<file path="src/sv/jsi_pkg.sv">
// jsi_pkg: codes, field widths and reset values for the joint slew interpolator.
// No dependencies; imported by joint_slew_interpolator_unit.
package jsi_pkg;

	localparam int OP_W    = 3;
	localparam int LEG_W   = 3;
	localparam int JOINT_W = 2;
	localparam int VAL_W   = 16;
	localparam int MT_W    = 16;
	localparam int LIM_W   = 15;
	localparam int TP_W    = 8;
	localparam int JOINTS  = 3;

	localparam logic [OP_W-1:0] OP_SET_CUR_ABS = 3'd0;
	localparam logic [OP_W-1:0] OP_SET_CUR_REL = 3'd1;
	localparam logic [OP_W-1:0] OP_SET_TGT_ABS = 3'd2;
	localparam logic [OP_W-1:0] OP_SET_TGT_REL = 3'd3;
	localparam logic [OP_W-1:0] OP_TICK        = 3'd4;

	localparam logic [JOINT_W-1:0] JOINT_COXA  = 2'd0;
	localparam logic [JOINT_W-1:0] JOINT_FEMUR = 2'd1;
	localparam logic [JOINT_W-1:0] JOINT_TIBIA = 2'd2;

	localparam logic [1:0] REG_MAX_ANGLE   = 2'd0;
	localparam logic [1:0] REG_MIN_STEP    = 2'd1;
	localparam logic [1:0] REG_TICK_PERIOD = 2'd2;

	localparam logic [LIM_W-1:0] MAX_ANGLE_RESET   = 15'd23040;
	localparam logic [LIM_W-1:0] MIN_STEP_RESET    = 15'd64;
	localparam logic [TP_W-1:0]  TICK_PERIOD_RESET = 8'd20;

endpackage

</file>
<file path="src/sv/joint_slew_interpolator_unit.sv">
// joint_slew_interpolator_unit: per-joint slew limiter with APB register port.
// Depends on jsi_pkg (codes, widths, reset values).
// An item is taken only while idle; the next waits until the last is done. Set
// current sends one word per joint, a tick reads/compares then writes each joint
// of every leg, and set target is bounded by the shared shift-subtract divider
// (ANGLE_BITS+8 steps per joint). Ignored items leave the unit idle; output stalls
// hold set current and ticks. Reset (arst_n low) zeroes angles, loads step sizes
// and registers with their defaults; no clearing pass is needed.
module joint_slew_interpolator_unit #(
	parameter int LEGS       = 6,
	parameter int ANGLE_BITS = 16
) (
	input  logic                         clk,
	input  logic                         arst_n,
	input  logic                         psel,
	input  logic                         penable,
	input  logic                         pwrite,
	input  logic [3:0]                   paddr,
	input  logic [31:0]                  pwdata,
	output logic [31:0]                  prdata,
	output logic                         pready,
	input  logic                         in_valid,
	output logic                         in_ready,
	input  logic [jsi_pkg::OP_W-1:0]     operation,
	input  logic [jsi_pkg::LEG_W-1:0]    leg_index,
	input  logic signed [jsi_pkg::VAL_W-1:0] coxa_value,
	input  logic signed [jsi_pkg::VAL_W-1:0] tibia_value,
	input  logic [jsi_pkg::MT_W-1:0]     move_time,
	output logic                         out_valid,
	input  logic                         out_ready,
	output logic [jsi_pkg::LEG_W-1:0]    out_leg,
	output logic [jsi_pkg::JOINT_W-1:0]  out_joint,
	output logic signed [jsi_pkg::VAL_W-1:0] servo_angle,
	output logic                         moved,
	output logic                         last
);
	import jsi_pkg::*;

	localparam int AB = ANGLE_BITS;
	localparam int NJ = LEGS * JOINTS;
	localparam int IW = $clog2(NJ);
	localparam int LW = (LEGS > 1) ? $clog2(LEGS) : 1;
	localparam int SW = (AB > LIM_W) ? AB : LIM_W;
	localparam int CW = SW + 2;
	localparam int XW = ((AB > VAL_W) ? AB : VAL_W) + 2;
	localparam int NW = AB + TP_W;
	localparam int NCW = $clog2(NW);
	localparam logic signed [XW-1:0] ANG_HI = XW'((64'sd1 <<< (AB - 1)) - 64'sd1);
	localparam logic signed [XW-1:0] ANG_LO = -ANG_HI - XW'(1);

	localparam logic [3:0] S_IDLE  = 4'd0;
	localparam logic [3:0] S_SETC  = 4'd1;
	localparam logic [3:0] S_TGT   = 4'd2;
	localparam logic [3:0] S_DIFF  = 4'd3;
	localparam logic [3:0] S_MUL   = 4'd4;
	localparam logic [3:0] S_DIV   = 4'd5;
	localparam logic [3:0] S_STEP  = 4'd6;
	localparam logic [3:0] S_TICKA = 4'd7;
	localparam logic [3:0] S_TICKB = 4'd8;

	function automatic logic [AB-1:0] clamp_ang(input logic signed [XW-1:0] x,
	                                            input logic [LIM_W-1:0] lim);
		logic signed [XW-1:0] l;
		logic signed [XW-1:0] y;
		l = {{(XW-LIM_W){1'b0}}, lim};
		if (x < -l)
			y = -l;
		else if (x > l)
			y = l;
		else
			y = x;
		if (y < ANG_LO)
			y = ANG_LO;
		else if (y > ANG_HI)
			y = ANG_HI;
		return y[AB-1:0];
	endfunction

	logic [LIM_W-1:0] max_angle_q;
	logic [LIM_W-1:0] min_step_q;
	logic [TP_W-1:0]  tick_period_q;

	logic [AB-1:0] cur_q  [NJ];
	logic [AB-1:0] tgt_q  [NJ];
	logic [SW-1:0] step_q [NJ];

	logic [3:0]         state_q;
	logic [OP_W-1:0]    op_q;
	logic [LW-1:0]      leg_q;
	logic [JOINT_W-1:0] joint_q;
	logic signed [VAL_W-1:0] cv_q;
	logic signed [VAL_W-1:0] tv_q;
	logic [MT_W-1:0]    mt_q;
	logic [AB-1:0]      d_q;
	logic [NW-1:0]      num_q;
	logic [MT_W-1:0]    rem_q;
	logic [NCW-1:0]     cnt_q;
	logic [AB:0]        e_q;

	logic               out_valid_q;
	logic [LEG_W-1:0]   out_leg_q;
	logic [JOINT_W-1:0] out_joint_q;
	logic [AB-1:0]      out_ang_q;
	logic               moved_q;
	logic               last_q;

	logic [IW-1:0]      idx;
	logic [AB-1:0]      cur_r;
	logic [AB-1:0]      tgt_r;
	logic [SW-1:0]      step_r;
	logic               out_free;
	logic               rel;
	logic signed [VAL_W-1:0] v_sel;
	logic signed [XW-1:0] base_x;
	logic [AB-1:0]      set_val;
	logic [AB:0]        diff;
	logic [AB:0]        diff_abs;
	logic [NW-1:0]      prod;
	logic [MT_W+1:0]    trial;
	logic [NW-1:0]      d_ext;
	logic [NW-1:0]      ms_ext;
	logic [SW-1:0]      step_new;
	logic signed [CW-1:0] e_x;
	logic signed [CW-1:0] st_x;
	logic signed [CW-1:0] ms_x;
	logic signed [CW-1:0] cur_x;
	logic signed [CW-1:0] tick_x;
	logic [AB-1:0]      tick_ang;
	logic               tick_mv;
	logic               tick_last;
	logic               leg_ok;
	logic [AB+VAL_W-1:0] ang_ext;

	assign idx = IW'(32'(leg_q) * JOINTS + 32'(joint_q));
	assign cur_r = cur_q[idx];
	assign tgt_r = tgt_q[idx];
	assign step_r = step_q[idx];
	assign out_free = !out_valid_q || out_ready;
	assign leg_ok = ({2'b00, leg_index} < 5'(LEGS));

	// shared clamp path for set current / set target
	always_comb begin
		rel = (op_q == OP_SET_CUR_REL) || (op_q == OP_SET_TGT_REL);
		v_sel = (joint_q == JOINT_COXA) ? cv_q : tv_q;
		base_x = (state_q == S_SETC) ? {{(XW-AB){cur_r[AB-1]}}, cur_r}
		                             : {{(XW-AB){tgt_r[AB-1]}}, tgt_r};
		if (rel)
			set_val = clamp_ang(base_x + {{(XW-VAL_W){v_sel[VAL_W-1]}}, v_sel},
			                    max_angle_q);
		else
			set_val = clamp_ang({{(XW-VAL_W){v_sel[VAL_W-1]}}, v_sel}, max_angle_q);
	end

	assign diff = {cur_r[AB-1], cur_r} - {tgt_r[AB-1], tgt_r};
	assign diff_abs = diff[AB] ? -diff : diff;
	assign prod = NW'(d_q) * NW'(tick_period_q);
	assign trial = {1'b0, rem_q, num_q[NW-1]} - {2'b00, mt_q};

	always_comb begin
		d_ext = NW'(d_q);
		ms_ext = NW'(min_step_q);
		if (num_q > d_ext)
			step_new = SW'(d_q);
		else if (num_q < ms_ext)
			step_new = SW'(min_step_q);
		else
			step_new = SW'(num_q);
	end

	always_comb begin
		e_x = {{(CW-AB-1){e_q[AB]}}, e_q};
		st_x = {2'b00, step_r};
		ms_x = {{(CW-LIM_W){1'b0}}, min_step_q};
		cur_x = {{(CW-AB){cur_r[AB-1]}}, cur_r};
		tick_mv = 1'b1;
		if (e_x > st_x)
			tick_x = cur_x - st_x;
		else if (e_x < -st_x)
			tick_x = cur_x + st_x;
		else if (e_x > ms_x)
			tick_x = cur_x - ms_x;
		else if (e_x < -ms_x)
			tick_x = cur_x + ms_x;
		else begin
			tick_x = {{(CW-AB){tgt_r[AB-1]}}, tgt_r};
			tick_mv = 1'b0;
		end
		tick_ang = tick_x[AB-1:0];
		tick_last = (32'(leg_q) == LEGS - 1) && (joint_q == JOINT_TIBIA);
	end

	// register port
	assign pready = 1'b1;
	always_comb begin
		case (paddr[3:2])
			REG_MAX_ANGLE:   prdata = {17'd0, max_angle_q};
			REG_MIN_STEP:    prdata = {17'd0, min_step_q};
			REG_TICK_PERIOD: prdata = {24'd0, tick_period_q};
			default:         prdata = 32'd0;
		endcase
	end

	always_ff @(posedge clk or negedge arst_n) begin
		if (!arst_n) begin
			max_angle_q <= MAX_ANGLE_RESET;
			min_step_q <= MIN_STEP_RESET;
			tick_period_q <= TICK_PERIOD_RESET;
		end else if (psel && penable && pwrite) begin
			case (paddr[3:2])
				REG_MAX_ANGLE:   max_angle_q <= pwdata[LIM_W-1:0];
				REG_MIN_STEP:    min_step_q <= pwdata[LIM_W-1:0];
				REG_TICK_PERIOD: tick_period_q <= pwdata[TP_W-1:0];
				default: ;
			endcase
		end
	end

	assign in_ready = (state_q == S_IDLE);

	// sequencer, joint state and output word
	always_ff @(posedge clk or negedge arst_n) begin
		if (!arst_n) begin
			state_q <= S_IDLE;
			out_valid_q <= 1'b0;
			for (int i = 0; i < NJ; i++) begin
				cur_q[i] <= '0;
				tgt_q[i] <= '0;
				step_q[i] <= SW'(MIN_STEP_RESET);
			end
		end else begin
			if (out_ready)
				out_valid_q <= 1'b0;
			case (state_q)
				S_IDLE: begin
					if (in_valid) begin
						op_q <= operation;
						leg_q <= LW'(leg_index);
						joint_q <= JOINT_COXA;
						cv_q <= coxa_value;
						tv_q <= tibia_value;
						mt_q <= (move_time == '0) ? MT_W'(1) : move_time;
						if (operation == OP_TICK) begin
							leg_q <= '0;
							state_q <= S_TICKA;
						end else if (leg_ok && ((operation == OP_SET_CUR_ABS) ||
						                        (operation == OP_SET_CUR_REL))) begin
							state_q <= S_SETC;
						end else if (leg_ok && ((operation == OP_SET_TGT_ABS) ||
						                        (operation == OP_SET_TGT_REL))) begin
							state_q <= S_TGT;
						end
					end
				end
				S_SETC: begin
					if (out_free) begin
						if (joint_q != JOINT_FEMUR)
							cur_q[idx] <= set_val;
						tgt_q[idx] <= (joint_q == JOINT_FEMUR) ? cur_r : set_val;
						out_valid_q <= 1'b1;
						out_leg_q <= LEG_W'(leg_q);
						out_joint_q <= joint_q;
						out_ang_q <= (joint_q == JOINT_FEMUR) ? cur_r : set_val;
						moved_q <= 1'b1;
						last_q <= (joint_q == JOINT_TIBIA);
						if (joint_q == JOINT_TIBIA)
							state_q <= S_IDLE;
						else
							joint_q <= joint_q + JOINT_W'(1);
					end
				end
				S_TGT: begin
					if (joint_q != JOINT_FEMUR)
						tgt_q[idx] <= set_val;
					state_q <= S_DIFF;
				end
				S_DIFF: begin
					d_q <= diff_abs[AB-1:0];
					state_q <= S_MUL;
				end
				S_MUL: begin
					num_q <= prod;
					rem_q <= '0;
					cnt_q <= '0;
					state_q <= S_DIV;
				end
				S_DIV: begin
					if (!trial[MT_W+1]) begin
						rem_q <= trial[MT_W-1:0];
						num_q <= {num_q[NW-2:0], 1'b1};
					end else begin
						rem_q <= {rem_q[MT_W-2:0], num_q[NW-1]};
						num_q <= {num_q[NW-2:0], 1'b0};
					end
					cnt_q <= cnt_q + NCW'(1);
					if (32'(cnt_q) == NW - 1)
						state_q <= S_STEP;
				end
				S_STEP: begin
					step_q[idx] <= step_new;
					if (joint_q == JOINT_TIBIA)
						state_q <= S_IDLE;
					else begin
						joint_q <= joint_q + JOINT_W'(1);
						state_q <= S_TGT;
					end
				end
				S_TICKA: begin
					e_q <= diff;
					state_q <= S_TICKB;
				end
				S_TICKB: begin
					if (out_free) begin
						cur_q[idx] <= tick_ang;
						out_valid_q <= 1'b1;
						out_leg_q <= LEG_W'(leg_q);
						out_joint_q <= joint_q;
						out_ang_q <= tick_ang;
						moved_q <= tick_mv;
						last_q <= tick_last;
						if (tick_last)
							state_q <= S_IDLE;
						else begin
							state_q <= S_TICKA;
							if (joint_q == JOINT_TIBIA) begin
								joint_q <= JOINT_COXA;
								leg_q <= leg_q + LW'(1);
							end else
								joint_q <= joint_q + JOINT_W'(1);
						end
					end
				end
				default: state_q <= S_IDLE;
			endcase
		end
	end

	assign ang_ext = {{VAL_W{out_ang_q[AB-1]}}, out_ang_q};
	assign out_valid = out_valid_q;
	assign out_leg = out_leg_q;
	assign out_joint = out_joint_q;
	assign servo_angle = ang_ext[VAL_W-1:0];
	assign moved = moved_q;
	assign last = last_q;

endmodule
</file>
<file path="config.mk">
export PLATFORM = sky130hd
export DESIGN_NAME = joint_slew_interpolator_unit
export DESIGN_NICKNAME = d
export VERILOG_FILES = /design/src/sv/jsi_pkg.sv /design/src/sv/joint_slew_interpolator_unit.sv
export SDC_FILE = /design/constraint.sdc
export NUM_CORES = 2
export LEC_CHECK = 0
export CAP_MARGIN = 20
export CORE_MARGIN = 2
export CORE_UTILIZATION = 57
export DETAILED_ROUTE_END_ITERATION = 12
export DONT_BUFFER_PORTS = 1
export PLACE_DENSITY_LB_ADDON = 0.3
export SYNTH_ARGS = -nofsm -noshare
export SYNTH_HDL_FRONTEND = slang
export SYNTH_SLANG_ARGS = --single-unit
</file>
<file path="constraint.sdc">
create_clock -name clk -period 9 [get_ports clk]
set_input_delay 0.9 -clock clk [delete_from_list [all_inputs] [get_ports clk]]
set_output_delay 0.9 -clock clk [all_outputs]
set_load 0.01 [all_outputs]
</file>
# Word-level counts from Yosys, hierarchy flattened
# Cells that the tools add are included.
[word_totals]
elab_cells = 267
register_bits = 1064
out_inout_bits = 58
inputBits = 97
[classes]
order_cmp = 17
add_sub_neg = 15
eq_ne = 31
bitwise = 1
n_reduce_logical = 36
mux = 90
n_mul = 2
[op_table]
columns = ["cell", "n"]
rows = [
  ["$bwmux 288", 5],
  ["$mux 288", 5],
  ["$pmux 288 s2", 2],
  ["$mux 16", 24],
  ["$bmux 16 s5", 3],
  ["$mux 18", 7],
  ["$demux 16 s5", 1],
  ["$pmux 16 s2", 2],
  ["$pmux 24 s2", 1],
  ["$pmux 15 s3", 1],
  ["$gt 18x16->1 const B", 2],
  ["$lt 17x18->1", 2],
  ["$lt 18x16->1 const B", 2],
  ["$neg 15->18", 2],
  ["$pmux 4 s9", 1],
  ["$add 16x16->16", 2],
  ["$mux 4", 8],
  ["$sub 16x16->16", 2],
  ["$gt 24x16->1", 1],
  ["$lt 24x15->1", 1],
  ["$mul 16x8->24", 1],
  ["$add 18x18->18", 1],
  ["$gt 18x16->1", 1],
  ["$lt 16x18->1", 1],
  ["51 further kinds", 114],
]

# Longest topological paths before layout
[depth]
word_depth = 20
mapped_depth = 42
ltp_nobuf = 34

# Worst setup path before layout
# Ideal clock, no wire load.
[synth_timing]
kind = "register -> register"
startpoint = "register leg_q[1]"
endpoint = "register cur_q[161] in the netlist's numbering"
t_arrival_ns = 7.889
required_ns = 8.875
n_path_buf = 8
setup_slack_ns = 0.986
path_stages_with_launch = 39
path_cell_list = "edfxtp_1 -> inv_1 -> fa_1 -> inv_1 -> ha_1 -> inv_1 -> fa_1 -> buf_2 -> nor2b_1 -> a31oi_1 -> or2_0 -> clkbuf_1 -> buf_4 -> buf_4 -> nor2_1 -> nor3b_1 -> nand2_1 -> o21ai_0 -> [3 not listed] -> a21o_1 -> a21oi_1 -> xnor2_1 -> ha_1 -> nand2_1 -> or4_1 -> o21a_1 -> o21ai_2 -> nand2_1 -> buf_2 -> buf_1 -> a211o_1 -> nand2_1 -> o211ai_1 -> and2_1 -> buf_2 -> buf_6 -> mux2_2"
[synth_between]
elab_chain_cells = 20
elab_cells_between_ends = 46
classes_between = "7 x add/sub; 1 x mul; 8 x order compare; 28 x mux; 1 x bitwise; 1 x reduce/logical"
[synth_rtl]
columns = ["element", "line", "rtl"]
rows = [
  ["from (decl)", "joint_slew_interpolator_unit.sv:89", "logic [LW-1:0] leg_q;"],
  ["from (signal assigned)", "joint_slew_interpolator_unit.sv:237", "leg_q <= LW'(leg_index);"],
  ["from (signal assigned)", "joint_slew_interpolator_unit.sv:326", "leg_q <= leg_q + LW'(1);"],
  ["$mul 3x2->5 (*)", "joint_slew_interpolator_unit.sv:134", "assign idx = IW'(32'(leg_q) * JOINTS + 32'(joint_q));"],
  ["$add 5x2->5 (*)", "joint_slew_interpolator_unit.sv:134", ""],
  ["$not 5->6 (implied by the code) (*)", "--", ""],
  ["$bmux 16 s5, on equally long branches", "joint_slew_interpolator_unit.sv:136, joint_slew_interpolator_unit.sv:135", ""],
  ["$mux 16, on equally long branches (2 in a row)", "joint_slew_interpolator_unit.sv:136, joint_slew_interpolator_unit.sv:135", ""],
  ["$mux 18", "joint_slew_interpolator_unit.sv:145", "base_x = (state_q == S_SETC) ? {{(XW-AB){cur_r[AB-1]}}, cur_r}"],
  ["$add 18x18->18", "joint_slew_interpolator_unit.sv:148", "set_val = clamp_ang(base_x + {{(XW-VAL_W){v_sel[VAL_W-1]}}, v_sel},"],
  ["$gt 18x16->1", "joint_slew_interpolator_unit.sv:68", "else if (x > l)"],
  ["[3 not listed]", "--", ""],
  ["$gt 18x16->1", "joint_slew_interpolator_unit.sv:74", "else if (y > ANG_HI)"],
  ["$mux 16", "joint_slew_interpolator_unit.sv:74", ""],
  ["$mux 16", "joint_slew_interpolator_unit.sv:72", "if (y < ANG_LO)"],
  ["$mux 16", "joint_slew_interpolator_unit.sv:147", "if (rel)"],
  ["$bwmux 288", "joint_slew_interpolator_unit.sv:257", "cur_q[idx] <= set_val;"],
  ["$mux 288", "joint_slew_interpolator_unit.sv:256", "if (joint_q != JOINT_FEMUR)"],
  ["$mux 288", "joint_slew_interpolator_unit.sv:255", "if (out_free) begin"],
  ["$pmux 288 s2 (*)", "joint_slew_interpolator_unit.sv:233", "case (state_q)"],
  ["to (signal, indexed assignment)", "joint_slew_interpolator_unit.sv:257", ""],
  ["to (signal, indexed assignment)", "joint_slew_interpolator_unit.sv:313", "cur_q[idx] <= tick_ang;"],
  ["to (decl)", "joint_slew_interpolator_unit.sv:83", "logic [AB-1:0] cur_q [NJ];"],
]
# Mark *: on every way between the ends. The rest lies on a longest branch, timed or not. The select of a mux whose other input is x is not followed.
# A chain may end at the register's enable or synchronous reset.

# Final worst setup path
[layout_timing]
startpoint = "register leg_q[1]"
endpoint = "register tgt_q[91] in the netlist's numbering"
[layout_between]
elab_chain_cells = 20
elab_cells_between_ends = 32
classes_between = "2 x add/sub; 1 x mul; 6 x order compare; 21 x mux; 1 x bitwise; 1 x reduce/logical"
[layout_rtl]
columns = ["element", "line", "rtl"]
rows = [
  ["$mul 3x2->5 (*)", "joint_slew_interpolator_unit.sv:134", ""],
  ["$add 5x2->5 (*)", "joint_slew_interpolator_unit.sv:134", ""],
  ["$not 5->6 (*)", "--", ""],
  ["$bmux 16 s5, on equally long branches", "joint_slew_interpolator_unit.sv:136, joint_slew_interpolator_unit.sv:135", ""],
  ["$mux 16, on equally long branches (2 in a row)", "joint_slew_interpolator_unit.sv:136, joint_slew_interpolator_unit.sv:135", ""],
  ["$mux 18", "joint_slew_interpolator_unit.sv:145", ""],
  ["$add 18x18->18", "joint_slew_interpolator_unit.sv:148", ""],
  ["$gt 18x16->1", "joint_slew_interpolator_unit.sv:68", ""],
  ["[3 not listed]", "--", ""],
  ["$gt 18x16->1", "joint_slew_interpolator_unit.sv:74", ""],
  ["$mux 16", "joint_slew_interpolator_unit.sv:74", ""],
  ["$mux 16", "joint_slew_interpolator_unit.sv:72", ""],
  ["$mux 16", "joint_slew_interpolator_unit.sv:147", ""],
  ["$mux 16", "joint_slew_interpolator_unit.sv:258", "tgt_q[idx] <= (joint_q == JOINT_FEMUR) ? cur_r : set_val;"],
  ["$bwmux 288", "joint_slew_interpolator_unit.sv:258", ""],
  ["$mux 288", "joint_slew_interpolator_unit.sv:255", ""],
  ["$pmux 288 s2 (*)", "joint_slew_interpolator_unit.sv:233", ""],
  ["to (signal, indexed assignment)", "joint_slew_interpolator_unit.sv:258", ""],
  ["to (signal, indexed assignment)", "joint_slew_interpolator_unit.sv:273", "tgt_q[idx] <= set_val;"],
  ["to (decl)", "joint_slew_interpolator_unit.sv:84", "logic [AB-1:0] tgt_q [NJ];"],
]
# Marks and branches as above.

==> results by group <==
Run status
  • Outcome: finished clean

Floorplan
  • I/O pin total: 155
  • FP Rows: 123
  • Chip width: 341 um
  • Die ar.: 117000 sq um
  • Initial Util: 57.6%
  • Die Y: 341 um
  • Core area: 113000 sq um

Final layout
  • Fin util: 64.2%
  • Seq. cell area: 27400 sq um
  • Multi-input gate area: 34600 sq um
  • Area grow syn2layout: 11.4%
  • Commonest non-fill, non-tap cell in the layout: nand2_1
  • Most frequent cells in the layout: nand2_1, dfrtp_1, o21ai_0
  • Nets: 7188
  • Layout cells sized above 1: 16.3%
  • # fillers: 8877

Synth
  • Register area share after synthesis: 42.2%
  • Post-synthesis cell area: 64900 sq um
  • Yosys cell types: 128
  • Yosys reg bits: 1063
  • Syn. warnings: 0
  • Synth Instances: 6649
  • Top_reg_cell synth: dfrtp_1
  • Syn Area/Cell: 9.76 sq um
  • Post-synth ARST share: 85.3%
  • Number of synthesized flops with an enable pin: 156

GRT
  • First-pass GRT wire length: 322000 um
  • Total overflow reported by the global router: 0
  • Met1 track demand over resource: 48.7%
  • GRT Total Usage: 36.4%
  • Pin count of the biggest net entering global routing: 914
  • Antenna violations before repair: 6
  • Grt peak-use layer: met2
  • Number of global-route vias before repair: 52600
  • Met2 Track Usage GR: 56.1%
  • Met3 Use GR: 8.98%

Routing
  • DRT Wirelength: 213000 um
  • Via Count: 53600
  • DRT Pass-1 Iters: 7
  • Routed Antenna Nets: 0
  • Number of DRC violations after detailed-routing iteration 0: 6083
  • Avg Vias per Cell: 6.49
  • Residual DRC count: 0
  • WL per Instance: 25.8 um

Critical path
  • Worst reg2reg endpoint: tgt_q[91]$_DFFE_PN0P_
  • Critical path capture point: tgt_q[91]$_DFFE_PN0P_
  • CP startpoint: leg_q[1]$_DFFE_PP_
  • Crit. End Element: register
  • Slowest stage cell, crit path: fa_2
  • Crit-path max FO: 22
  • CP Data Arrival Time: 9.38 ns
  • Critical Path Max Stage Delay: 0.69 ns
  • Worst setup SP type: register
  • CP Class: register to register
  • Reg2reg start: leg_q[1]$_DFFE_PP_
  • R2R Setup Slk: 0.26 ns
  • CP required: 9.64 ns
  • Worst reg-to-reg path cell count: 36
  • Crit-path most repeated cell: buf_4

Timing
  • Fin. Hold Viols: 0
  • F_max: 114 MHz
  • Slew @ Worst Pin: 1.21 ns
  • Rel. slew slack: 18.9%
  • Total Negative Setup Slacks: 0 ns
  • Tmin final: 8.74 ns
  • Final WS setup: 0.259 ns
  • Final period utilization: 97.1%
  • Clock skew: 0.0728 ns
  • RSZ-0062 raised after global routing: no
  • Setup Viol. Count Final: 0
  • Final Max Slew Viols: 0

Placement
  • Post-DP HPWL: 152000 um
  • Gpl congestion: 1.00
  • PortBufs: 0
  • DP Worst Slack: 0.174 ns

Clocking
  • CTS tree: yes
  • Clk_lat worst skew: 0.78 ns
  • Root Buffer: clkbuf_16
  • Inserted Clock Buffers: 112
  • CTS max path bufs: 3
  • TritonCTS Sinks: 1063
  • Clock Pin Slew Worst Setup and Hold Paths: 0.07 ns
  • H-Tree Depth: 3

Flow run
  • Max cap viols: 0

Min path
  • Hold crit path type: input port to async pin
[worst min-delay path by stage]
stage                                      start                     endpoint  slack [ns]
after floorplan           tgt_q[241]$_DFFE_PN0P_       tgt_q[241]$_DFFE_PN0P_        0.43
after global placement    tgt_q[233]$_DFFE_PN0P_       tgt_q[233]$_DFFE_PN0P_        0.45
after detailed placement  tgt_q[241]$_DFFE_PN0P_       tgt_q[241]$_DFFE_PN0P_        0.45
after CTS                                 arst_n       tgt_q[134]$_DFFE_PN0P_       -0.19
after global routing                      arst_n  max_angle_q[11]$_DFFE_PN1P_        0.02
final                                     arst_n   max_angle_q[9]$_DFFE_PN1P_        0.04
[critical path: cells and delay by family (launching register included)]
family	cells	cell delay (ns)
mux	1	0.39
buf+inv	10	1.61
simple gates	5	0.74
fa+ha+maj	5	1.91
xor+xnor	1	0.24
compound gates	14	3.18
flops	1	0.46
[metrics by stage]
stage	hold WS (ns)	std cells	area, sq um
floorplan	0.433	6665	65000
global placement	0.447	8026	67900
detailed placement	0.455	8028	67900
CTS	-0.188	8238	71700
global route	0.0168	8266	72300
finish	0.0423	8270	72300
[layout make-up]
cell class                      count  area share, %
Clock inverter                     39          0.588
Antenna cell                        4         0.0138
Timing Repair Buffer              360           5.04
Tap cell                         1500           2.60
Sequential cell                  1063           37.9
Inverter                          256           1.33
Clock buffer                      171           4.61
Multi-Input combinational cell   4877           47.9
[repair_timing]
| item | CTS | global route |
|---|---|---|
| gates resized for setup | 0 | 32 |
| hold endpoints to repair | 366 | 157 |
| buffers inserted | 0 | 4 |
| setup endpoints to repair | 0 | 592 |
[sequential cells by signal, summed over array words and instances, names as in the netlist, 8 cells and up]
signal and cells:
servo_angle 16, step_q 288, num_q 24, mt_q 16, e_q 17, max_angle_q 15, tgt_q 288, cur_q 288
d_q 16, min_step_q 15, tv_q 16, tick_period_q 8, cv_q 16, rem_q 16
[synth_stat cells, types with 78 or more instances]
library cell / count / share of area, %
mux4_2: 191 / 6.6
nor3_1: 93 / 0.72
dfrtp_1: 882 / 34
a21oi_1: 409 / 3.2
nand3_1: 78 / 0.60
fa_1: 93 / 2.9
ha_1: 328 / 6.3
edfxtp_1: 156 / 7.2
inv_1: 251 / 1.5
nand2_1: 940 / 5.4
o21ai_0: 727 / 5.6
clkbuf_1: 317 / 1.8
nor2_1: 623 / 3.6
mux2_2: 147 / 2.6
xnor2_1: 82 / 1.1
[metal layers]
layer | wire [um] | vias to the layer above
met5 | 24 | -
met4 | 11100 | 4
met3 | 22500 | 606
li1 | - | 23700
met2 | 95700 | 2822
met1 | 84000 | 26500
[kinds of logic after synthesis]
kind of cell / Yosys count / synth area share [%]
XOR/XNOR: 115 / 1.55
AND/OR/NAND/NOR: 2051 / 13.6
other: 2 / 0.0116
adder cells (fa/ha/maj): 421 / 9.19
buffers and inverters: 725 / 5.01
AO/OA/AOI/OAI: 1856 / 18.0
multiplexers: 416 / 10.4
flip-flops: 1063 / 42.2
Power is not shown: default switching activity piles up to over one toggle a cycle in this logic, so the estimate is an artifact.
